## config.mk

```make
export PLATFORM = sky130hd
export DESIGN_NAME = voxel_centroid_per_plane_unit
export DESIGN_NICKNAME = d
export VERILOG_FILES = /design/src/vcp_pkg.sv /design/src/voxel_centroid_per_plane_unit.sv /design/src/vcp_accum.sv /design/src/vcp_divider.sv
export SDC_FILE = /design/constraint.sdc
export NUM_CORES = 2
export LEC_CHECK = 0
export ABC_AREA = 1
export BUFFER_PORTS_ARGS = -buffer_cell sky130_fd_sc_hd__buf_2
export CAP_MARGIN = 20
export CELL_PAD_IN_SITES_DETAIL_PLACEMENT = 1
export CELL_PAD_IN_SITES_GLOBAL_PLACEMENT = 2
export CORE_ASPECT_RATIO = 0.75
export CORE_MARGIN = 2
export CORE_UTILIZATION = 40
export CTS_CLUSTER_SIZE = 24
export DETAILED_ROUTE_END_ITERATION = 8
export PLACE_DENSITY_LB_ADDON = 0.2
export SLEW_MARGIN = 20
export SYNTH_ARGS = -nofsm -noshare
export SYNTH_HDL_FRONTEND = slang
export SYNTH_SLANG_ARGS = --single-unit
```

## constraint.sdc

```tcl
create_clock -name clk -period 18.8 [get_ports clk]
set_clock_uncertainty 0.2 [all_clocks]
set_input_delay 3.76 -clock clk [delete_from_list [all_inputs] [get_ports clk]]
set_output_delay 3.76 -clock clk [all_outputs]
set_load 0.01 [all_outputs]
```

## src/vcp_pkg.sv

```systemverilog
`timescale 1ns / 1ps

package vcp_pkg;

    // axis that the shared multiplier and the divider work on
    typedef enum logic [1:0] {
        AXIS_X,
        AXIS_Y,
        AXIS_Z
    } axis_t;

    typedef struct packed {
        logic  capture;
        logic  mac_en;
        axis_t axis;
        logic  clear;
    } acc_ctrl_t;

endpackage

```

## src/voxel_centroid_per_plane_unit.sv

```systemverilog
`timescale 1ns / 1ps
// voxel that does not close a result: accept, then x, y, z multiply-accumulate
// steps on the one shared multiplier; in_ready is low while those steps run
// closing voxel: the same steps, then decide, D divisions and the output load, with
// D = 2 divisions per plane or 3 per volume on the one bit-serial divider (D = 0 on zero sum,
// or in plane mode on a negative sum); the output load waits while out_ready stalls
// reset (rst_n low, asynchronous) clears all sums, volume_mode and the output item

module voxel_centroid_per_plane_unit #(
    parameter int VALUE_BITS    = 16,
    parameter int INDEX_BITS    = 10,
    parameter int COUNT_BITS    = 20,
    parameter int FRACTION_BITS = 16
) (
    input  logic                                     clk,
    input  logic                                     rst_n,
    input  logic                                     psel,
    input  logic                                     penable,
    input  logic                                     pwrite,
    input  logic [2:0]                               paddr,
    input  logic [31:0]                              pwdata,
    output logic [31:0]                              prdata,
    output logic                                     pready,
    input  logic                                     in_valid,
    output logic                                     in_ready,
    input  logic signed [VALUE_BITS-1:0]             voxel_value,
    input  logic signed [INDEX_BITS-1:0]             col_index,
    input  logic signed [INDEX_BITS-1:0]             row_index,
    input  logic signed [INDEX_BITS-1:0]             plane_index,
    input  logic                                     last_in_plane,
    input  logic                                     last_in_volume,
    output logic                                     out_valid,
    input  logic                                     out_ready,
    output logic signed [INDEX_BITS+FRACTION_BITS-1:0] centroid_x,
    output logic signed [INDEX_BITS+FRACTION_BITS-1:0] centroid_y,
    output logic signed [INDEX_BITS+FRACTION_BITS-1:0] centroid_z,
    output logic signed [VALUE_BITS+COUNT_BITS-1:0]    weight,
    output logic                                     zero_sum
);
    import vcp_pkg::*;

    localparam int SUM_BITS      = VALUE_BITS + COUNT_BITS;
    localparam int MOMENT_BITS   = VALUE_BITS + INDEX_BITS + COUNT_BITS;
    localparam int CENTROID_BITS = INDEX_BITS + FRACTION_BITS;
    localparam logic REG_VOLUME_MODE = 1'b0;

    typedef enum logic [2:0] {
        S_IDLE,
        S_ACC,
        S_DECIDE,
        S_DIV_START,
        S_DIV_WAIT,
        S_OUT
    } state_t;

    state_t                     state_reg;
    axis_t                      axis_reg;
    logic                       closing_reg;
    logic                       mode_reg;
    logic [INDEX_BITS-1:0]      plane_reg;
    logic [CENTROID_BITS-1:0]   res_x_reg;
    logic [CENTROID_BITS-1:0]   res_y_reg;
    logic [CENTROID_BITS-1:0]   res_z_reg;
    logic [SUM_BITS-1:0]        res_w_reg;
    logic                       res_zero_reg;
    logic [CENTROID_BITS-1:0]   centroid_x_reg;
    logic [CENTROID_BITS-1:0]   centroid_y_reg;
    logic [CENTROID_BITS-1:0]   centroid_z_reg;
    logic [SUM_BITS-1:0]        weight_reg;
    logic                       zero_sum_reg;
    logic                       out_valid_reg;
    logic                       volume_mode_reg;

    acc_ctrl_t                  acc_ctrl;
    logic signed [SUM_BITS-1:0]    value_sum;
    logic signed [MOMENT_BITS-1:0] moment_x;
    logic signed [MOMENT_BITS-1:0] moment_y;
    logic signed [MOMENT_BITS-1:0] moment_z;
    logic signed [MOMENT_BITS-1:0] numer_sel;
    logic                          div_done;
    logic signed [CENTROID_BITS-1:0] div_quotient;

    logic                accept;
    logic                out_free;
    logic                cfg_write;
    logic [SUM_BITS-1:0] clamped_sum;
    logic [SUM_BITS-1:0] decide_w;
    logic                decide_zero;
    logic                last_axis;

    // configuration port
    assign pready    = 1'b1;
    assign cfg_write = psel && penable && pwrite && pready;
    assign prdata    = (paddr[2] == REG_VOLUME_MODE) ? {31'b0, volume_mode_reg} : 32'b0;

    always_ff @(posedge clk or negedge rst_n)
    begin
        if (!rst_n)
        begin
            volume_mode_reg <= 1'b0;
        end
        else if (cfg_write && paddr[2] == REG_VOLUME_MODE)
        begin
            volume_mode_reg <= pwdata[0];
        end
    end

    assign in_ready = (state_reg == S_IDLE);
    assign accept   = in_valid && in_ready;
    assign out_free = !out_valid_reg || out_ready;

    always_comb
    begin
        acc_ctrl.capture = accept;
        acc_ctrl.mac_en  = (state_reg == S_ACC);
        acc_ctrl.axis    = axis_reg;
        acc_ctrl.clear   = (state_reg == S_OUT) && out_free;
    end

    vcp_accum #(
        .VALUE_BITS (VALUE_BITS),
        .INDEX_BITS (INDEX_BITS),
        .COUNT_BITS (COUNT_BITS)
    ) u_accum (
        .clk         (clk),
        .rst_n       (rst_n),
        .ctrl        (acc_ctrl),
        .voxel_value (voxel_value),
        .col_index   (col_index),
        .row_index   (row_index),
        .plane_index (plane_index),
        .value_sum   (value_sum),
        .moment_x    (moment_x),
        .moment_y    (moment_y),
        .moment_z    (moment_z)
    );

    always_comb
    begin
        case (axis_reg)
            AXIS_X:  numer_sel = moment_x;
            AXIS_Y:  numer_sel = moment_y;
            default: numer_sel = moment_z;
        endcase
    end

    // in plane mode the clamped weight equals the sum whenever a division runs
    vcp_divider #(
        .NUM_BITS      (MOMENT_BITS),
        .DEN_BITS      (SUM_BITS),
        .FRACTION_BITS (FRACTION_BITS),
        .QUO_BITS      (CENTROID_BITS)
    ) u_divider (
        .clk      (clk),
        .rst_n    (rst_n),
        .start    (state_reg == S_DIV_START),
        .numer    (numer_sel),
        .denom    (value_sum),
        .done     (div_done),
        .quotient (div_quotient)
    );

    assign clamped_sum = value_sum[SUM_BITS-1] ? {SUM_BITS{1'b0}} : value_sum;
    assign decide_w    = mode_reg ? value_sum : clamped_sum;
    assign decide_zero = (decide_w == {SUM_BITS{1'b0}});
    assign last_axis   = mode_reg ? (axis_reg == AXIS_Z) : (axis_reg == AXIS_Y);

    always_ff @(posedge clk or negedge rst_n)
    begin
        if (!rst_n)
        begin
            state_reg      <= S_IDLE;
            axis_reg       <= AXIS_X;
            closing_reg    <= 1'b0;
            mode_reg       <= 1'b0;
            plane_reg      <= '0;
            res_x_reg      <= '0;
            res_y_reg      <= '0;
            res_z_reg      <= '0;
            res_w_reg      <= '0;
            res_zero_reg   <= 1'b0;
            centroid_x_reg <= '0;
            centroid_y_reg <= '0;
            centroid_z_reg <= '0;
            weight_reg     <= '0;
            zero_sum_reg   <= 1'b0;
            out_valid_reg  <= 1'b0;
        end
        else
        begin
            // in S_OUT a taken item is replaced by the new one below
            if (out_valid_reg && out_ready && state_reg != S_OUT)
            begin
                out_valid_reg <= 1'b0;
            end
            case (state_reg)
                S_IDLE:
                begin
                    if (accept)
                    begin
                        axis_reg    <= AXIS_X;
                        // in plane mode a volume end also closes a plane
                        closing_reg <= volume_mode_reg ? last_in_volume
                                                       : (last_in_plane || last_in_volume);
                        mode_reg    <= volume_mode_reg;
                        plane_reg   <= plane_index;
                        state_reg   <= S_ACC;
                    end
                end
                S_ACC:
                begin
                    case (axis_reg)
                        AXIS_X:  axis_reg <= AXIS_Y;
                        AXIS_Y:  axis_reg <= AXIS_Z;
                        default:
                        begin
                            axis_reg  <= AXIS_X;
                            state_reg <= closing_reg ? S_DECIDE : S_IDLE;
                        end
                    endcase
                end
                S_DECIDE:
                begin
                    res_w_reg    <= decide_w;
                    res_zero_reg <= decide_zero;
                    res_x_reg    <= '0;
                    res_y_reg    <= '0;
                    res_z_reg    <= mode_reg ? {CENTROID_BITS{1'b0}}
                                             : {plane_reg, {FRACTION_BITS{1'b0}}};
                    axis_reg     <= AXIS_X;
                    state_reg    <= decide_zero ? S_OUT : S_DIV_START;
                end
                S_DIV_START:
                begin
                    state_reg <= S_DIV_WAIT;
                end
                S_DIV_WAIT:
                begin
                    if (div_done)
                    begin
                        case (axis_reg)
                            AXIS_X:  res_x_reg <= div_quotient;
                            AXIS_Y:  res_y_reg <= div_quotient;
                            default: res_z_reg <= div_quotient;
                        endcase
                        if (last_axis)
                        begin
                            state_reg <= S_OUT;
                        end
                        else
                        begin
                            axis_reg  <= (axis_reg == AXIS_X) ? AXIS_Y : AXIS_Z;
                            state_reg <= S_DIV_START;
                        end
                    end
                end
                S_OUT:
                begin
                    if (out_free)
                    begin
                        centroid_x_reg <= res_x_reg;
                        centroid_y_reg <= res_y_reg;
                        centroid_z_reg <= res_z_reg;
                        weight_reg     <= res_w_reg;
                        zero_sum_reg   <= res_zero_reg;
                        out_valid_reg  <= 1'b1;
                        state_reg      <= S_IDLE;
                    end
                end
                default:
                begin
                    state_reg <= S_IDLE;
                end
            endcase
        end
    end

    assign out_valid  = out_valid_reg;
    assign centroid_x = centroid_x_reg;
    assign centroid_y = centroid_y_reg;
    assign centroid_z = centroid_z_reg;
    assign weight     = weight_reg;
    assign zero_sum   = zero_sum_reg;

    a_done_in_wait: assert property (@(posedge clk) disable iff (!rst_n)
        div_done |-> state_reg == S_DIV_WAIT)
        else $error("divider finished outside of the wait state");

    a_busy_after_accept: assert property (@(posedge clk) disable iff (!rst_n)
        accept |=> !in_ready)
        else $error("new item taken while the previous one is still accumulating");

    a_zero_centroid: assert property (@(posedge clk) disable iff (!rst_n)
        (out_valid_reg && zero_sum_reg) |-> (centroid_x_reg == '0 && centroid_y_reg == '0))
        else $error("zero-sum item carries a nonzero centroid");

    a_clear_with_load: assert property (@(posedge clk) disable iff (!rst_n)
        acc_ctrl.clear |=> (out_valid_reg && state_reg == S_IDLE))
        else $error("sums cleared without a result item being loaded");

endmodule

```

## src/vcp_accum.sv

```systemverilog
`timescale 1ns / 1ps

module vcp_accum #(
    parameter int VALUE_BITS = 16,
    parameter int INDEX_BITS = 10,
    parameter int COUNT_BITS = 20
) (
    input  logic                                                clk,
    input  logic                                                rst_n,
    input  vcp_pkg::acc_ctrl_t                                  ctrl,
    input  logic signed [VALUE_BITS-1:0]                        voxel_value,
    input  logic signed [INDEX_BITS-1:0]                        col_index,
    input  logic signed [INDEX_BITS-1:0]                        row_index,
    input  logic signed [INDEX_BITS-1:0]                        plane_index,
    output logic signed [VALUE_BITS+COUNT_BITS-1:0]             value_sum,
    output logic signed [VALUE_BITS+INDEX_BITS+COUNT_BITS-1:0]  moment_x,
    output logic signed [VALUE_BITS+INDEX_BITS+COUNT_BITS-1:0]  moment_y,
    output logic signed [VALUE_BITS+INDEX_BITS+COUNT_BITS-1:0]  moment_z
);
    import vcp_pkg::*;

    localparam int SUM_BITS    = VALUE_BITS + COUNT_BITS;
    localparam int PROD_BITS   = VALUE_BITS + INDEX_BITS;
    localparam int MOMENT_BITS = VALUE_BITS + INDEX_BITS + COUNT_BITS;

    logic signed [VALUE_BITS-1:0]  val_reg;
    logic signed [INDEX_BITS-1:0]  col_reg;
    logic signed [INDEX_BITS-1:0]  row_reg;
    logic signed [INDEX_BITS-1:0]  plane_reg;
    logic signed [SUM_BITS-1:0]    sum_reg;
    logic signed [MOMENT_BITS-1:0] mx_reg;
    logic signed [MOMENT_BITS-1:0] my_reg;
    logic signed [MOMENT_BITS-1:0] mz_reg;

    logic signed [INDEX_BITS-1:0]  idx_sel;
    logic signed [MOMENT_BITS-1:0] moment_sel;
    logic signed [PROD_BITS-1:0]   product;
    logic signed [MOMENT_BITS-1:0] moment_next;
    logic signed [SUM_BITS-1:0]    sum_next;

    always_comb
    begin
        case (ctrl.axis)
            AXIS_X:
            begin
                idx_sel    = col_reg;
                moment_sel = mx_reg;
            end
            AXIS_Y:
            begin
                idx_sel    = row_reg;
                moment_sel = my_reg;
            end
            default:
            begin
                idx_sel    = plane_reg;
                moment_sel = mz_reg;
            end
        endcase
    end

    // one shared multiplier, one axis per cycle
    assign product     = val_reg * idx_sel;
    assign moment_next = moment_sel + {{COUNT_BITS{product[PROD_BITS-1]}}, product};
    assign sum_next    = sum_reg + {{COUNT_BITS{val_reg[VALUE_BITS-1]}}, val_reg};

    always_ff @(posedge clk or negedge rst_n)
    begin
        if (!rst_n)
        begin
            val_reg   <= '0;
            col_reg   <= '0;
            row_reg   <= '0;
            plane_reg <= '0;
            sum_reg   <= '0;
            mx_reg    <= '0;
            my_reg    <= '0;
            mz_reg    <= '0;
        end
        else
        begin
            if (ctrl.capture)
            begin
                val_reg   <= voxel_value;
                col_reg   <= col_index;
                row_reg   <= row_index;
                plane_reg <= plane_index;
            end
            if (ctrl.clear)
            begin
                sum_reg <= '0;
                mx_reg  <= '0;
                my_reg  <= '0;
                mz_reg  <= '0;
            end
            else if (ctrl.mac_en)
            begin
                case (ctrl.axis)
                    AXIS_X:
                    begin
                        mx_reg  <= moment_next;
                        sum_reg <= sum_next;
                    end
                    AXIS_Y:  my_reg <= moment_next;
                    default: mz_reg <= moment_next;
                endcase
            end
        end
    end

    assign value_sum = sum_reg;
    assign moment_x  = mx_reg;
    assign moment_y  = my_reg;
    assign moment_z  = mz_reg;

endmodule

```

## src/vcp_divider.sv

```systemverilog
`timescale 1ns / 1ps

module vcp_divider #(
    parameter int NUM_BITS      = 46,
    parameter int DEN_BITS      = 36,
    parameter int FRACTION_BITS = 16,
    parameter int QUO_BITS      = 26
) (
    input  logic                       clk,
    input  logic                       rst_n,
    input  logic                       start,
    input  logic signed [NUM_BITS-1:0] numer,
    input  logic signed [DEN_BITS-1:0] denom,
    output logic                       done,
    output logic signed [QUO_BITS-1:0] quotient
);
    localparam int DIV_BITS = NUM_BITS + FRACTION_BITS;
    localparam int CNT_BITS = $clog2(DIV_BITS + 1);
    localparam logic [DIV_BITS-1:0] LIM_POS =
        {{(DIV_BITS-QUO_BITS+1){1'b0}}, {(QUO_BITS-1){1'b1}}};
    localparam logic [DIV_BITS-1:0] LIM_NEG = LIM_POS + {{(DIV_BITS-1){1'b0}}, 1'b1};

    logic [DIV_BITS-1:0] work_reg;
    logic [DEN_BITS-1:0] rem_reg;
    logic [DEN_BITS-1:0] den_reg;
    logic                neg_reg;
    logic [CNT_BITS-1:0] count_reg;
    logic                busy_reg;
    logic                fin_reg;
    logic                done_reg;
    logic [QUO_BITS-1:0] quo_reg;

    logic [NUM_BITS-1:0] num_u;
    logic [DEN_BITS-1:0] den_u;
    logic [NUM_BITS-1:0] num_mag;
    logic [DEN_BITS-1:0] den_mag;
    logic [DEN_BITS:0]   rem_shift;
    logic [DEN_BITS+1:0] diff;
    logic                fits;
    logic [DIV_BITS-1:0] limit;
    logic [QUO_BITS-1:0] quo_mag;

    assign num_u   = numer;
    assign den_u   = denom;
    assign num_mag = num_u[NUM_BITS-1] ? (~num_u + {{(NUM_BITS-1){1'b0}}, 1'b1}) : num_u;
    assign den_mag = den_u[DEN_BITS-1] ? (~den_u + {{(DEN_BITS-1){1'b0}}, 1'b1}) : den_u;

    // restoring step: one quotient bit a cycle
    assign rem_shift = {rem_reg, work_reg[DIV_BITS-1]};
    assign diff      = {1'b0, rem_shift} - {2'b00, den_reg};
    assign fits      = !diff[DEN_BITS+1];

    assign limit   = neg_reg ? LIM_NEG : LIM_POS;
    assign quo_mag = (work_reg > limit) ? limit[QUO_BITS-1:0] : work_reg[QUO_BITS-1:0];

    always_ff @(posedge clk or negedge rst_n)
    begin
        if (!rst_n)
        begin
            work_reg  <= '0;
            rem_reg   <= '0;
            den_reg   <= '0;
            neg_reg   <= 1'b0;
            count_reg <= '0;
            busy_reg  <= 1'b0;
            fin_reg   <= 1'b0;
            done_reg  <= 1'b0;
            quo_reg   <= '0;
        end
        else
        begin
            // fin and busy are never high together
            done_reg <= fin_reg;
            if (start && !busy_reg && !fin_reg)
            begin
                work_reg  <= {num_mag, {FRACTION_BITS{1'b0}}};
                rem_reg   <= '0;
                den_reg   <= den_mag;
                neg_reg   <= num_u[NUM_BITS-1] ^ den_u[DEN_BITS-1];
                count_reg <= CNT_BITS'(DIV_BITS);
                busy_reg  <= 1'b1;
            end
            else if (busy_reg)
            begin
                rem_reg   <= fits ? diff[DEN_BITS-1:0] : rem_shift[DEN_BITS-1:0];
                work_reg  <= {work_reg[DIV_BITS-2:0], fits};
                count_reg <= count_reg - {{(CNT_BITS-1){1'b0}}, 1'b1};
                if (count_reg == {{(CNT_BITS-1){1'b0}}, 1'b1})
                begin
                    busy_reg <= 1'b0;
                    fin_reg  <= 1'b1;
                end
            end
            else if (fin_reg)
            begin
                // saturate, then apply the sign
                quo_reg  <= neg_reg ? (~quo_mag + {{(QUO_BITS-1){1'b0}}, 1'b1}) : quo_mag;
                fin_reg  <= 1'b0;
            end
        end
    end

    assign done     = done_reg;
    assign quotient = quo_reg;

endmodule
```

==> results.md <==
Status:
- The flow ran to the end, and the final reports show no timing, DRC or antenna violations.

Critical path:
- At the worst endpoint, the required time is around 19 ns.
- The cell family contributing the most delay on the critical path is adder cells.
- The delay of the slowest critical-path stage is between 0.5 and 0.6 ns.
- The worst setup path is launched from a flop.
- The critical path in this run is classified as reg -> reg.
- For the worst setup path, the data arrival time is between 10 and 15 ns.
- The cell with the largest stage delay on the worst path is inv_1.
- Of all nets on the critical path, the largest fanout is 32.
- STA classifies the critical path endpoint as a flop.
- In this design, the critical path's most frequently occurring cell is inv_1.
- The critical path contains buffers and inverters numbering 10 combined.

Synthesis:
- Yosys mapped a number of flops with a built-in enable equal to 0.
- The portion of the post-synthesis area used by sequential elements is 0.372.
- The synthesized netlist occupies a cell area of between 40000 and 50000 sq um.
- Synthesis instantiated 70 different standard cells from the library.
- In the post-synthesis netlist, the biggest area contributors are dfrtp_1, nand2_1, fa_1, o21ai_0, inv_1.
- The biggest area consumer among synthesized cells is dfrtp_1.
- The cell count after synthesis is about 5500.
- The dominant synthesized flop cell is dfrtp_1.
- Dividing the synthesized area by the synthesized cell count gives slightly below 8 sq um.
- The Yosys warning count is 0.
- The number of flip-flops and latches in the synthesized netlist is roughly 630.
- The proportion of register bits with asynchronous set or reset after synthesis is 1.00.
- The share of synthesized area in the top cell type comes to 0.372.

Clock network:
- Once the clock tree was built, the setup fixing pass inserted 0 buffers.
- The clock latency at the later pin of the worst-skew pair is a little under 0.7 ns.
- The maximum clock insertion buffer count is 3.
- The quantity of hold-fixing buffers added after cts is 0.
- The clock net in this run drives a total of between 600 and 700 sinks.
- Clock tree synthesis selected as its root buffer the cell clkbuf_16.
- The number of clock buffers inserted by TritonCTS is between 70 and 80.
- The clock tree from TritonCTS is yes.
- Once the clock tree was built, the resizer swapped 0 gates to a different size.
- Clock-pin slew was measured on the worst setup and hold paths at around 0.060 ns.
- The number of levels the H-tree was split into is 3.

Layout:
- Of the cells placed in the final design, the portion with a size suffix greater than 1 is 0.0901.
- The register with the most flip-flops in the layout has between 60 and 70 of them.
- The number of nets in the layout is between 6000 and 7000.
- From synthesis to final layout, the design area changed by 11.0%.
- For this run, the number of standard cells in the final layout without fillers is approximately 7100.
- The utilization after layout is 0.447.
- Summing all non-filler instances in the final layout gives an area of 47000 sq um.

Die:
- The floorplan step set the die height to around 290 um.
- Measured along the x axis, the die boundary spans 379 um.
- The total area inside the core boundary comes to between 100000 and 150000 sq um.
- The die footprint is 108000 sq um.
- For this configuration, the core starts out at a cell density of 0.403.
- The number of placed I/O pins is 240.
- The floorplan has just over 100 rows.

Timing:
- The transition time of the tightest slew-check pin is a little over 1 ns.
- In the finished design, the share of the clock period the worst path needs comes to 0.576.
- The final-report max-slew violation count is 0.
- The final hold violation count is 0.
- Setup repair after global routing left no endpoint under its margin.
- Adding up every negative setup slack in the final design gives 0 ns.
- The worst max-slew margin expressed relative to the limit is 0.314.
- The total setup violations reported at the end of the flow is 0.
- Based on the critical path, the design can be clocked at up to between 90 and 100 MHz.
- The clock period minus final worst setup slack is 10.83 ns.

Place:
- After detailed placement, the total cell area comes to about 44000 sq um.
- After detailed placement, the design holds a cell count of around 6900.
- The number of buffers inserted by port buffering is ~170.
- The placed wire-length estimate after detailed placement is between 100000 and 150000 um.
- The final weighted congestion in routability-driven placement is roughly 0.95.

GRT:
- The maximum number of pins on one net before global-route repair is roughly 160.
- The first global-routing pass estimated roughly 230000 um of wire.
- The initial antenna violation count is 11.
- The total congestion overflow is 0.
- Across every metal layer, demand over resource in global routing totals 0.276.
- The number of global-route vias before repair is 38090.

Drt:
- Wires add up to around 150000 um.
- The remaining antenna violation count is 0.
- After detailed routing, the average wire length per cell comes to approximately 21 um.
- For this run, design rule violations remaining after detail routing come to 0.
- In this run, the number of DRC markers left after iteration 0 of detailed routing was around 2900.
- Using the TritonRoute via totals, the vias-per-cell ratio works out to about 5.3.
- The via total after detailed routing is between 30000 and 40000.
- The first detailed-routing pass took 5 iterations.

Run:
- The count of maximum capacitance violations is 0.

Hold path:
- The type of the most critical hold path is reg -> reg.
[routing by layer]
layer | part of all wire | vias to the layer above | track usage | wire length [um]
met5 | 0.00023 | - | 0 | 34
met4 | 0.019 | 6 | 0.0566 | 2860
met3 | 0.068 | 160 | 0.0618 | 10100
met2 | 0.42 | 827 | 0.401 | 62300
met1 | 0.49 | 18782 | 0.416 | 73600
li1 | - | 17822 | - | -
[cell families (layout without fill, tap and decap cells)]
group / after synthesis / count (layout) / share of synthesized area
compound gates: 1188 / 1188 / 0.162
flops: 629 / 629 / 0.372
other cells: 2 / 36 / 0.000178
buf+inv: 971 / 1084 / 0.0921
fa+ha+maj: 350 / 350 / 0.129
simple gates: 2196 / 2196 / 0.212
mux: 16 / 16 / 0.00426
xor+xnor: 134 / 134 / 0.0277
[worst paths after layout]
check                               start                   end  slack [ns]  cells after the start
hold reg to reg            centroid_z[14]        centroid_z[14]        0.27                      2
min in group asynchronous           rst_n   u_accum.val_reg[13]        2.80                      1
setup reg to reg              axis_reg[1]  u_accum.moment_z[32]        7.97                     39
max in group asynchronous           rst_n         res_w_reg[22]       13.40                      3
hold / removal             centroid_z[14]        centroid_z[14]        0.27                      2
setup / recovery              axis_reg[1]  u_accum.moment_z[32]        7.97                     39
[worst register-to-register path, delay by kind of cell (launching register included)]
family | cells | cell delay, ns
flops | 1 | 0.54
fa+ha+maj | 7 | 3.35
simple gates | 12 | 2.03
compound gates | 9 | 2.47
buf+inv | 10 | 1.56
xor+xnor | 1 | 0.51
[Yosys cell counts (46+ instances only)]
cell	number
inv_1	715
nor2_1	444
a21oi_1	319
xor2_1	102
fa_1	142
nand3_1	177
dfrtp_1	629
o21ai_0	549
ha_1	208
clkbuf_1	156
nand2_1	1396
o211ai_1	46
[cell type report]
cell class	instances	area, sq um
fill	12976	58100
multi-input combinational	3916	22900
clock buffer	101	2090
sequential	629	15700
clock inverter	34	487
inverter	731	2750
tap	1417	1770
timing repair buffer	218	1240
antenna	4	10.0
[metrics by stage]
stage,worst slack [ns],hold slack [ns]
final,7.97,0.267
after global routing,7.47,0.275
after CTS,8.14,0.248
after detailed placement,8.19,0.237
after global placement,8.23,0.252
after floorplan,9.97,0.175
[placed cells by master (no fill, tap or decap), types with 32 or more instances in the layout]
cell type / instances
o22ai_1: 34
xor2_1: 101
or2_2: 40
a21oi_1: 318
nand4_1: 35
xnor2_1: 32
ha_1: 208
dfrtp_1: 628
o21ai_0: 548
a31oi_1: 45
o21ai_1: 40
fa_1: 142
buf_2: 173
o211ai_1: 46
buf_4: 42
conb_1: 32
nor2_1: 438
inv_1: 713
nand3_1: 176
clkbuf_16: 73
nand2_1: 1395
Power is not shown: default switching activity piles up to over one toggle a cycle in this logic, so the estimate is an artifact.
